<file path="src/rtl/bffp_pkg.sv">
package bffp_pkg;

  // Fixed geometry of the binary64 input and the packed output word.
  localparam int WORD_BITS = 32;
  localparam int MANT_BITS = 52;
  localparam int EXP_BITS  = 11;
  localparam int EXP_BIAS  = 1023;
  localparam int CFG_BITS  = 12;
  localparam int FILL_BITS = 5;
  localparam int LEN_BITS  = 6;

  // Configuration register indexes.
  typedef enum logic [0:0] {
    CFG_GLOBAL_EXP  = 1'b0,
    CFG_SEGMENT_EXP = 1'b1
  } cfg_reg_t;

  // High and low parts of one sample, low word bits only.
  typedef struct packed {
    logic [WORD_BITS-1:0] hi;
    logic [WORD_BITS-1:0] lo;
  } split_t;

  // Outcome of appending one field to the word accumulator.
  typedef struct packed {
    logic [WORD_BITS-1:0] acc;
    logic [FILL_BITS-1:0] fill;
    logic                 emit;
    logic [WORD_BITS-1:0] word;
  } pack_t;

  // Append the low nb bits (1 to 32) of v, MSB first, below the filled bits.
  // The word and the next accumulator are the two halves of a 64-bit window.
  function automatic pack_t pack_bits(input logic [WORD_BITS-1:0] acc,
                                      input logic [FILL_BITS-1:0] fill,
                                      input logic [WORD_BITS-1:0] v,
                                      input logic [LEN_BITS-1:0]  nb);
    logic [WORD_BITS-1:0]   vm;
    logic [LEN_BITS:0]      occ;
    logic [2*WORD_BITS-1:0] win;
    pack_t                  res;
    if (nb >= LEN_BITS'(WORD_BITS)) begin
      vm = v;
    end else begin
      vm = v & ((WORD_BITS'(1) << nb[FILL_BITS-1:0]) - WORD_BITS'(1));
    end
    occ = {2'b00, fill} + {1'b0, nb};
    win = {acc, {WORD_BITS{1'b0}}} |
          ({{WORD_BITS{1'b0}}, vm} << ((LEN_BITS+1)'(2*WORD_BITS) - occ));
    res.word = win[2*WORD_BITS-1:WORD_BITS];
    res.fill = occ[FILL_BITS-1:0];
    if (occ >= (LEN_BITS+1)'(WORD_BITS)) begin
      res.emit = 1'b1;
      res.acc  = win[WORD_BITS-1:0];
    end else begin
      res.emit = 1'b0;
      res.acc  = win[2*WORD_BITS-1:WORD_BITS];
    end
    return res;
  endfunction

endpackage

</file>
<file path="src/rtl/bffp_split.sv">
module bffp_split (
  input  logic [63:0]                      sample_bits,
  input  logic signed [bffp_pkg::CFG_BITS-1:0] global_exp,
  output bffp_pkg::split_t                 split
);
  import bffp_pkg::*;

  logic                       neg;
  logic [EXP_BITS-1:0]        ef;
  logic [MANT_BITS:0]         m;
  logic signed [13:0]         g_ext;
  logic signed [13:0]         sh;
  logic signed [13:0]         r;
  logic [127:0]               wide;
  logic [63:0]                a;
  logic                       guard;
  logic                       sticky;
  logic [62:0]                s;
  logic [WORD_BITS-1:0]       hm;
  logic [WORD_BITS-1:0]       n0;
  logic [WORD_BITS-1:0]       n1;
  logic                       adj;

  // Decode the binary64 fields; exponent field zero means subnormal or zero.
  always_comb begin
    neg   = sample_bits[63];
    ef    = sample_bits[62:MANT_BITS];
    g_ext = {{2{global_exp[CFG_BITS-1]}}, global_exp};
    if (ef != '0) begin
      m  = {1'b1, sample_bits[MANT_BITS-1:0]};
      sh = $signed({3'b000, ef}) - 14'sd1023 - g_ext;
    end else begin
      m  = {1'b0, sample_bits[MANT_BITS-1:0]};
      sh = 14'sd1 - 14'(EXP_BIAS) - g_ext;
    end
  end

  // Align the magnitude to the fixed-point grid, keeping guard and sticky.
  always_comb begin
    r      = -sh;
    wide   = '0;
    a      = '0;
    guard  = 1'b0;
    sticky = 1'b0;
    if (!sh[13]) begin
      if (sh < 14'sd64) begin
        a = {11'd0, m} << sh[5:0];
      end
    end else if (r < 14'sd64) begin
      wide   = {11'd0, m, 64'd0} >> r[5:0];
      a      = wide[127:64];
      guard  = wide[63];
      sticky = |wide[62:0];
    end else begin
      sticky = |m;
    end
  end

  // Round at two to the 31 half away from zero, then round the remainder.
  always_comb begin
    s   = a[62:0] + 63'h4000_0000;
    hm  = s[62:31];
    n0  = {1'b0, s[30:0]} - 32'h4000_0000;
    adj = n0[WORD_BITS-1] ? (guard & sticky) : guard;
    n1  = n0 + {{(WORD_BITS-1){1'b0}}, adj};
    if (neg) begin
      split.hi = -hm;
      split.lo = -n1;
    end else begin
      split.hi = hm;
      split.lo = n1;
    end
  end

endmodule

</file>
<file path="src/rtl/block_float_fixed_bit_packer_unit.sv">
// Channel  | Direction | Transaction contents
// in_      | input     | in_sample_bits (binary64 bits), in_last (segment end)
// out_     | output    | out_packed_word (32-bit word), out_final_word (segment end)
// cfg_     | input     | cfg_index selects global or segment exponent, cfg_wdata
//
// A sample passes an input register, a split register and a result register before its
// first word is valid at the result port. A sample yields zero to three words, and the
// result port drains one word per cycle while out_ready is high.
// Reset is synchronous and active low; it clears the exponents, the word accumulator,
// the fill count and all valid flags. A stalled result port holds the result register,
// and the input register and split register fill before in_ready drops.
module block_float_fixed_bit_packer_unit (
  input  logic                            clk,
  input  logic                            rst_n,
  input  logic                            cfg_we,
  input  logic                            cfg_index,
  input  logic [bffp_pkg::CFG_BITS-1:0]   cfg_wdata,
  input  logic                            in_valid,
  output logic                            in_ready,
  input  logic [63:0]                     in_sample_bits,
  input  logic                            in_last,
  output logic                            out_valid,
  input  logic                            out_ready,
  output logic [bffp_pkg::WORD_BITS-1:0]  out_packed_word,
  output logic                            out_final_word
);
  import bffp_pkg::*;

  logic signed [CFG_BITS-1:0]  gexp_r;
  logic signed [CFG_BITS-1:0]  sexp_r;

  logic                        s1_valid_r;
  logic [63:0]                 s1_bits_r;
  logic                        s1_last_r;

  logic                        s2_valid_r;
  split_t                      s2_split_r;
  logic                        s2_last_r;
  split_t                      split_w;

  logic [WORD_BITS-1:0]        acc_r;
  logic [FILL_BITS-1:0]        fill_r;
  logic [WORD_BITS-1:0]        acc_nxt;
  logic [FILL_BITS-1:0]        fill_nxt;

  logic                        b_valid_r;
  logic [WORD_BITS-1:0]        b_word_r [3];
  logic [1:0]                  b_cnt_r;
  logic [1:0]                  b_idx_r;
  logic                        b_fin_r;
  logic [WORD_BITS-1:0]        words_nxt [3];
  logic [1:0]                  cnt_nxt;
  logic                        fin_nxt;

  logic signed [13:0]          gap;
  logic signed [13:0]          hlen_raw;
  logic signed [13:0]          llen_raw;
  logic                        h_on;
  logic                        l_on;
  logic [LEN_BITS-1:0]         hlen;
  logic [LEN_BITS-1:0]         llen;
  pack_t                       p1;
  pack_t                       p2;
  logic [WORD_BITS-1:0]        acc1;
  logic [FILL_BITS-1:0]        fill1;
  logic [WORD_BITS-1:0]        acc2;
  logic [FILL_BITS-1:0]        fill2;
  logic                        e1;
  logic                        e2;
  logic                        e3;

  logic                        b_last_word;
  logic                        b_free;
  logic                        s2_adv;
  logic                        s2_free;
  logic                        s1_adv;

  // Pipeline flow control: a stage moves when the stage after it frees up.
  always_comb begin
    b_last_word = (b_idx_r == b_cnt_r - 2'd1);
    b_free      = !b_valid_r || (out_ready && b_last_word);
    s2_adv      = s2_valid_r && b_free;
    s2_free     = !s2_valid_r || b_free;
    s1_adv      = s1_valid_r && s2_free;
    in_ready    = !s1_valid_r || s2_free;
  end

  // Configuration registers.
  always_ff @(posedge clk) begin
    if (!rst_n) begin
      gexp_r <= '0;
      sexp_r <= '0;
    end else if (cfg_we) begin
      case (cfg_reg_t'(cfg_index))
        CFG_GLOBAL_EXP:  gexp_r <= cfg_wdata;
        CFG_SEGMENT_EXP: sexp_r <= cfg_wdata;
        default: ;
      endcase
    end
  end

  // Split of the registered sample into high and low parts.
  bffp_split u_split (
    .sample_bits (s1_bits_r),
    .global_exp  (gexp_r),
    .split       (split_w)
  );

  // Field lengths from the exponent gap.
  always_comb begin
    gap      = {{2{gexp_r[CFG_BITS-1]}}, gexp_r} - {{2{sexp_r[CFG_BITS-1]}}, sexp_r};
    hlen_raw = 14'(MANT_BITS + 3 - 31) - gap;
    llen_raw = 14'(MANT_BITS + 3) - gap;
    h_on     = hlen_raw > 14'sd0;
    l_on     = llen_raw > 14'sd0;
    hlen     = (hlen_raw > 14'(WORD_BITS)) ? LEN_BITS'(WORD_BITS) : hlen_raw[LEN_BITS-1:0];
    llen     = (llen_raw > 14'(WORD_BITS)) ? LEN_BITS'(WORD_BITS) : llen_raw[LEN_BITS-1:0];
  end

  // Pack the high part, then the low part, then flush on the segment end.
  always_comb begin
    p1    = pack_bits(acc_r, fill_r, s2_split_r.hi, hlen);
    e1    = h_on && l_on && p1.emit;
    acc1  = (h_on && l_on) ? p1.acc  : acc_r;
    fill1 = (h_on && l_on) ? p1.fill : fill_r;
    p2    = pack_bits(acc1, fill1, s2_split_r.lo, llen);
    e2    = l_on && p2.emit;
    acc2  = l_on ? p2.acc  : acc1;
    fill2 = l_on ? p2.fill : fill1;
    e3    = s2_last_r && (fill2 != '0);
    if (s2_last_r) begin
      acc_nxt  = '0;
      fill_nxt = '0;
    end else begin
      acc_nxt  = acc2;
      fill_nxt = fill2;
    end
  end

  // Gather the emitted words in order.
  always_comb begin
    cnt_nxt      = 2'd0;
    words_nxt[0] = p1.word;
    words_nxt[1] = p2.word;
    words_nxt[2] = acc2;
    if (e1) begin
      cnt_nxt = 2'd1;
    end
    if (e2) begin
      if (e1) begin
        words_nxt[1] = p2.word;
      end else begin
        words_nxt[0] = p2.word;
      end
      cnt_nxt = cnt_nxt + 2'd1;
    end
    if (e3) begin
      case (cnt_nxt)
        2'd0:    words_nxt[0] = acc2;
        2'd1:    words_nxt[1] = acc2;
        default: words_nxt[2] = acc2;
      endcase
      cnt_nxt = cnt_nxt + 2'd1;
    end
    fin_nxt = s2_last_r && (cnt_nxt != 2'd0);
  end

  // Control state.
  always_ff @(posedge clk) begin
    if (!rst_n) begin
      s1_valid_r <= 1'b0;
      s2_valid_r <= 1'b0;
      b_valid_r  <= 1'b0;
      b_idx_r    <= 2'd0;
      acc_r      <= '0;
      fill_r     <= '0;
    end else begin
      if (in_valid && in_ready) begin
        s1_valid_r <= 1'b1;
      end else if (s1_adv) begin
        s1_valid_r <= 1'b0;
      end

      if (s1_adv) begin
        s2_valid_r <= 1'b1;
      end else if (s2_adv) begin
        s2_valid_r <= 1'b0;
      end

      if (s2_adv) begin
        acc_r  <= acc_nxt;
        fill_r <= fill_nxt;
      end

      if (s2_adv && (cnt_nxt != 2'd0)) begin
        b_valid_r <= 1'b1;
        b_idx_r   <= 2'd0;
      end else if (b_valid_r && out_ready) begin
        if (b_last_word) begin
          b_valid_r <= 1'b0;
        end else begin
          b_idx_r <= b_idx_r + 2'd1;
        end
      end
    end
  end

  // Payload registers.
  always_ff @(posedge clk) begin
    if (in_valid && in_ready) begin
      s1_bits_r <= in_sample_bits;
      s1_last_r <= in_last;
    end
    if (s1_adv) begin
      s2_split_r <= split_w;
      s2_last_r  <= s1_last_r;
    end
    if (s2_adv && (cnt_nxt != 2'd0)) begin
      b_word_r <= words_nxt;
      b_cnt_r  <= cnt_nxt;
      b_fin_r  <= fin_nxt;
    end
  end

  // Result port shows one word of the result register per transaction.
  always_comb begin
    out_valid       = b_valid_r;
    out_packed_word = b_word_r[b_idx_r];
    out_final_word  = b_fin_r && b_last_word;
  end

endmodule

</file>
<file path="config.mk">
export PLATFORM = sky130hd
export DESIGN_NAME = block_float_fixed_bit_packer_unit
export DESIGN_NICKNAME = d
export VERILOG_FILES = /design/src/rtl/bffp_pkg.sv /design/src/rtl/bffp_split.sv /design/src/rtl/block_float_fixed_bit_packer_unit.sv
export SDC_FILE = /design/constraint.sdc
export NUM_CORES = 2
export LEC_CHECK = 0
export BUFFER_PORTS_ARGS = -buffer_cell sky130_fd_sc_hd__buf_2
export CAP_MARGIN = 20
export CELL_PAD_IN_SITES_DETAIL_PLACEMENT = 0
export CELL_PAD_IN_SITES_GLOBAL_PLACEMENT = 2
export CORE_MARGIN = 2
export CORE_UTILIZATION = 36
export CTS_CLUSTER_SIZE = 8
export DETAILED_ROUTE_END_ITERATION = 7
export GPL_TIMING_DRIVEN = 0
export HOLD_SLACK_MARGIN = 0.1
export PLACE_DENSITY_LB_ADDON = 0.1
export SLEW_MARGIN = 20
export SYNTH_ARGS = -nofsm -noshare
export SYNTH_HDL_FRONTEND = slang
export SYNTH_SLANG_ARGS = --single-unit
</file>
<file path="constraint.sdc">
create_clock -name clk -period 9.95 [get_ports clk]
set_input_delay 0.995 -clock clk [delete_from_list [all_inputs] [get_ports clk]]
set_output_delay 0.995 -clock clk [all_outputs]
set_load 0.01 [all_outputs]
</file>
**After elaboration in Yosys (flattened, before gate mapping)**

Index checks and enable logic that the tools add are counted.

- Add/subtract/negate cells: 22
- Multipliers: 0
- Divide/modulo/power cells: 0
- $lt $le $gt $ge: 11
- Equality and inequality tests: 2
- Shift operators: 6
- Mux-type cells: 43
- Bitwise logic cells: 9
- Reduce and logical (&&, ||, !) cells: 33

Operators with widths:

| operator | count |
|---|---|
| 2-to-1 mux 32 bit | 12 |
| 2-to-1 mux 63 bit | 3 |
| 2-to-1 mux 64 bit | 2 |
| OR 64 bit | 2 |
| left shift 32 x 7 -> 64 bit | 2 |
| right shift 117 x 6 -> 127 bit | 1 |
| 2-to-1 mux 96 bit | 1 |
| AND 32 bit | 2 |
| binary-select mux 32 bit (select 2 bit) | 1 |
| negation 32 bit | 2 |
| left shift 1 x 5 -> 32 bit (first input constant) | 2 |
| subtractor 32 x 1 -> 32 bit (second input constant) | 2 |
| adder 63 x 31 -> 63 bit (second input constant) | 1 |
| OR reduction 63 bit | 1 |
| left shift 53 x 6 -> 63 bit | 1 |
| 2-to-1 mux 53 bit | 1 |
| OR reduction 53 bit | 1 |
| adder 32 x 1 -> 32 bit | 1 |
| subtractor 31 x 31 -> 32 bit (second input constant) | 1 |
| > comparator 14 x 1 -> 1 bit (second input constant) | 2 |
| > comparator 14 x 7 -> 1 bit (second input constant) | 2 |
| < comparator 14 x 8 -> 1 bit (second input constant) | 2 |
| subtractor 12 x 12 -> 13 bit | 2 |
| 2-to-1 mux 1 bit | 15 |
| 30 further kinds | 64 |

- Register bits after elaboration: 295
- Latch bits: 0
- Bits in writable memories: 0
- Memory bits (read-only): 0
- Output and inout port bits: 35
- Memories kept: 0

**Logic depth before layout (Yosys ltp)**

- Word-level depth: 17
- Mapped depth: 48
- Mapped depth without buffers: 39

**Cells and area by module**

From an unflattened synthesis, not the netlist that was laid out.

- Cell total of the unflattened synthesis: 4719
- Area total of the unflattened synthesis: 37494.7 sq um

By module, submodules not included:

| module | times used | cells an instance | area an instance (sq um) | sequential area each (sq um) |
|---|---|---|---|---|
| block_float_fixed_bit_packer_unit | 1 | 2802 | 23582.6 | 8197.9 |
| bffp_split | 1 | 1917 | 13912.1 | 0.0 |

**Least setup slack after synthesis**

No wires, ideal clock.

- Kind: register -> register
- Start point: reg sexp_r[2]
- End point: reg b_cnt_r[0], enable pin
- Arrival time: 9798 ps
- Data required time: 9498 ps
- Setup slack: -301 ps
- Cell stages (with the launch flop): 39
- Path buffers: 7
- Clock period less this slack: 10251 ps
- Path through: dfxtp_1 inv_1 ha_1 clkbuf_1 nor2_1 a21oi_2 xor2_1 clkbuf_1 ha_1 inv_1 a21oi_1 a221oi_1 a2111o_1 a221oi_1 a21boi_1 clkbuf_1 nor2_1 nor2_1 [3 not listed] nor2_1 o2111ai_1 a21boi_0 or2_2 buf_1 o21ai_0 ha_1 inv_1 o21bai_1 a211oi_1 mux2i_1 nand2_1 clkbuf_1 clkbuf_1 ha_1 xnor2_1 o21bai_1 inv_1

- Word-level cells in the longest chain between the ends: 15
- Elaborated cells on any way between the ends: 29
- Those cells by class: add/sub: 7; order compare: 6; mux: 9; reduce/logical: 7

Ends and longest elaborated chain:

| item | line | RTL |
|---|---|---|
| start: declaration | block_float_fixed_bit_packer_unit.sv:30 | `logic signed [CFG_BITS-1:0] sexp_r;` |
| start signal: assignment | block_float_fixed_bit_packer_unit.sv:96 | `CFG_SEGMENT_EXP: sexp_r <= cfg_wdata;` |
| subtractor 12 x 12 -> 13 bit * | block_float_fixed_bit_packer_unit.sv:111 | `gap = {{2{gexp_r[CFG_BITS-1]}}, gexp_r} - {{2{sexp_r[CFG_BITS-1]}}, sexp_r};` |
| subtractor 6 x 13 -> 14 bit | block_float_fixed_bit_packer_unit.sv:112 | `hlen_raw = 14'(MANT_BITS + 3 - 31) - gap;` |
| > comparator 14 x 7 -> 1 bit | block_float_fixed_bit_packer_unit.sv:116 | `hlen = (hlen_raw > 14'(WORD_BITS)) ? LEN_BITS'(WORD_BITS) : hlen_raw[LEN_BITS-1:0];` |
| 2-to-1 mux 6 bit | block_float_fixed_bit_packer_unit.sv:116 |  |
| adder 5 x 6 -> 7 bit | bffp_pkg.sv:47 | `occ = {2'b00, fill} + {1'b0, nb};` |
| 2-to-1 mux 5 bit or >= comparator 7 x 6 -> 1 bit (tied branches) | block_float_fixed_bit_packer_unit.sv:125, bffp_pkg.sv:52 |  |
| adder 5 x 6 -> 7 bit or 2-to-1 mux 1 bit (tied branches) | bffp_pkg.sv:47, bffp_pkg.sv:52 |  |
| >= comparator 7 x 6 -> 1 bit or logical AND 1 bit (tied branches) | bffp_pkg.sv:52, block_float_fixed_bit_packer_unit.sv:123 |  |
| 2-to-1 mux 1 bit, on equally long branches | bffp_pkg.sv:52, block_float_fixed_bit_packer_unit.sv:146 |  |
| logical AND 1 bit or adder 2 x 1 -> 2 bit (tied branches) | block_float_fixed_bit_packer_unit.sv:127, block_float_fixed_bit_packer_unit.sv:155 |  |
| 2-to-1 mux 2 bit | block_float_fixed_bit_packer_unit.sv:149 | `if (e2) begin` |
| adder 2 x 1 -> 2 bit | block_float_fixed_bit_packer_unit.sv:163 | `cnt_nxt = cnt_nxt + 2'd1;` |
| 2-to-1 mux 2 bit * | block_float_fixed_bit_packer_unit.sv:157 | `if (e3) begin` |
| via cnt_nxt[0] | block_float_fixed_bit_packer_unit.sv:52 | `logic [1:0] cnt_nxt;` |
| nonzero test 2 bit * | block_float_fixed_bit_packer_unit.sv:218 | `if (s2_adv && (cnt_nxt != 2'd0)) begin` |
| logical AND 1 bit * | block_float_fixed_bit_packer_unit.sv:218 |  |
| end signal: assignment | block_float_fixed_bit_packer_unit.sv:220 | `b_cnt_r <= cnt_nxt;` |
| end: declaration | block_float_fixed_bit_packer_unit.sv:48 | `logic [1:0] b_cnt_r;` |

Mark *: on every way through the listed nets, which the timed path passes. The rest lies on a longest branch.
A chain may end at the register's enable or synchronous reset.

==> qor.yml <==
r2r_cells: 35
synth_area_um2: 36100
r2r-end: "b_word_r[86]"
p_per_area_nw_per_um2: 411
grt_pass1_wl_um: 283000
cp.required_ps: 10280
cts-root-buf: "clkbuf_16"
nNetsFinal: 4829
min_period_over_period_pct: 97.5
placed_cell_area_um2: 38600
worst_setup_path_start_kind: "flop"
post-route-drc-count: 3
port_buffers: 117
crit_fanout: 10
syn_nets: 4614
path_clk_slew_ps: 50
place_hpwl_um: 161000
yosys_register_bits: 295
yosysSeqAreaShare_pct: 22.7
die_x_um: 321
drtAntennaViolNets: 0
avgSynthCellArea_um2: 8.07
tritoncts: "done"
avgViaCountPerCell: 6.67
clk_latency_ps: 650
worstHoldStart: "s1_last_r"
yosys.cell_types.count: 119
antenna_found_initial: 2
fin_skew_ps: 42.3
area_growth_pct: 14.7
worstPathArrival_ps: 10030
wl_per_cell_um: 33.2
peakVddDrop_uv: 216
gp_congestion: 1.07
synthCells: 4474
fmax_mhz: 103
dieArea_um2: 103000
end_kind: "flop"
ioPinCount: 118
cts_max_level: 2
wl_um: 200000
row_count: 116
maxCapViolations: 0
grt_use_total_pct: 37.9
coreArea_um2: 99700
final_util_pct: 41.5
async_reset_ff_share_pct: 0
holdPathEnd: "s2_last_r"
worst_pin_slew_ps: 1160
setup_violations: 0
first_pass_iters: 8
drt_iter0_drc: 4850
p_leak_nw: 14.9
hold_viol: 0
grt_max_degree: 38
cts_hold_buf: 0
yosysWarnings: 0
drive_above_1_share_pct: 17.1
final_cell_mix: "nand2_1, nor2_1, o21ai_0"
r2r_start: "gexp_r[0]"
max_stage_delay_ps: 960
die_h_um: 321
cts_buffers: 44
min_path_cells: 0
ff2ff_setup_slack_ps: 250
maxSlewHeadroom_pct: 21.0
vias: 40110
initial_core_util_pct: 36.2
slew_violations: 0
synth-edff-count: 229
fill_cells: 10340
gr-total-overflow: 0
cts.sinks: 295
failed_checks: "DRC"
outcome: "finished with violations"
ys.flop_type: "edfxtp_1"
first_global_vias: 38413
mostFrequentLayoutCell: "nand2_1"
holdWs_ps: 429
min_period_ps: 9700
worstHoldPathType: "flop to flop"
final_cell_area_um2: 41400
critical_path_class: "flop to flop"
crit_slowest_cell: "a222oi_1"
cts_buffer_depth: 3
==> power by group <==
part	total, W	internal, W	switching (W)
Combinational	0.0137	0.00417	0.00957
Sequential	0.00183	0.00173	0.0000996
Clock	0.00145	0.000849	0.000599
Total	0.0170	0.00675	0.0103
==> stage by stage <==
stage                      TNS, ps  power [W]  cells  worst slack [ps]
after global routing          -318     0.0175   6016             -95.8
after CTS                        0     0.0162   5990              5.12
after detailed placement   -904230     0.0142   5904             -4330
after global placement    -1090570     0.0143   5889             -5480
final                            0     0.0170   6017               251
after floorplan                  0    0.00933   4474              73.9
==> sequential cells by signal, summed over array words and instances, names as in the netlist, 2 cells and up <==
signal      count
s1_bits_r      64
b_idx_r         2
fill_r          5
b_cnt_r         2
b_word_r       96
gexp_r         12
acc_r          32
sexp_r         12
s2_split_r     64
==> critical path, delay by kind of cell (launching register included) <==
family,cells,cell delay (ps)
buffers and inverters,6,1350
adder cells (fa/ha/maj),5,1460
flip-flops,1,410
XOR/XNOR,3,600
AND/OR/NAND/NOR,9,1860
AO/OA/AOI/OAI,12,3690
==> final cells by class <==
class | count | area (um2) | share of cell area (%)
multi-input cells | 3721 | 27000 | 65.3
flip-flops and latches | 295 | 8200 | 19.8
well taps | 1298 | 1620 | 3.92
plain buffers | 320 | 1560 | 3.76
clock buffers | 70 | 1240 | 3.00
repair buffers | 182 | 1190 | 2.88
inverters | 125 | 479 | 1.16
clock inverters | 5 | 57.6 | 0.139
diodes | 1 | 2.50 | 0.00605
==> cells in the mapped netlist, drive strengths merged, types with 45 or more instances <==
| library cell | number | area share (%) |
|---|---|---|
| buf | 123 | 1.8 |
| mux2 | 70 | 2.2 |
| nand2 | 537 | 5.6 |
| nor4 | 46 | 0.81 |
| nand3 | 143 | 2.0 |
| o22ai | 56 | 0.97 |
| xor2 | 52 | 1.3 |
| a31oi | 69 | 1.2 |
| mux2i | 199 | 5.5 |
| nor2 | 395 | 4.1 |
| o211ai | 75 | 1.6 |
| and3 | 45 | 0.78 |
| o31ai | 68 | 1.5 |
| xnor2 | 124 | 3.2 |
| ha | 54 | 1.9 |
| mux4 | 125 | 7.8 |
| clkbuf | 210 | 2.2 |
| nor3 | 110 | 1.6 |
| a21oi | 288 | 4.0 |
| o21ai | 323 | 4.5 |
| edfxtp | 229 | 19 |
| dfxtp | 66 | 3.7 |
| a211oi | 82 | 1.7 |
| inv | 121 | 1.3 |
| o21a | 47 | 0.98 |
| nand4 | 46 | 0.81 |
==> kinds of logic (layout without fill, tap and decap cells) <==
kind of cell               count (synthesis)  count (layout)  share of synthesized area, %
and+or+nand+nor                         1552            1552                          20.2
AOI/OAI and AO/OA                       1536            1536                          29.3
buffers and inverters                    458             702                          5.33
muxes                                    394             394                          15.5
DFF                                      295             295                          22.7
xor gates and xnor gates                 182             182                          4.94
adders and majority gates                 57              57                          2.04
other                                      0               1                             0
==> metal layers <==
metal | routed length (um) | GRT usage (%) | up-vias | part of all wire [%]
met5 | 13 | 0 | - | 0.0065
met4 | 19100 | 29.4 | 2 | 9.6
met3 | 13200 | 4.77 | 678 | 6.6
met2 | 94300 | 64.2 | 2291 | 47
met1 | 73100 | 43.3 | 19441 | 37
li1 | - | - | 17698 | -
==> what timing repair did <==
item,4_1_cts,5_1_grt
endpoints found under the hold margin,0,0
gates resized for setup,193,94
setup buffers,22,29
setup endpoints to repair,286,240
pin swaps,14,14
==> worst max-delay path by stage <==
stage                    to  slack [ps]  cells past startpoint       from
4_1_cts        b_word_r[78]           5                     39  gexp_r[0]
5_1_grt        b_word_r[70]        -100                     33  gexp_r[0]
2_1_floorplan    b_cnt_r[0]          70                     38  sexp_r[2]
6_report       b_word_r[86]         250                     35  gexp_r[0]
3_5_place_dp   b_word_r[47]       -4330                     40  sexp_r[2]
3_3_place_gp   b_word_r[45]       -5480                     38  sexp_r[2]
No activity file was read; power rests on OpenSTA's default activity.
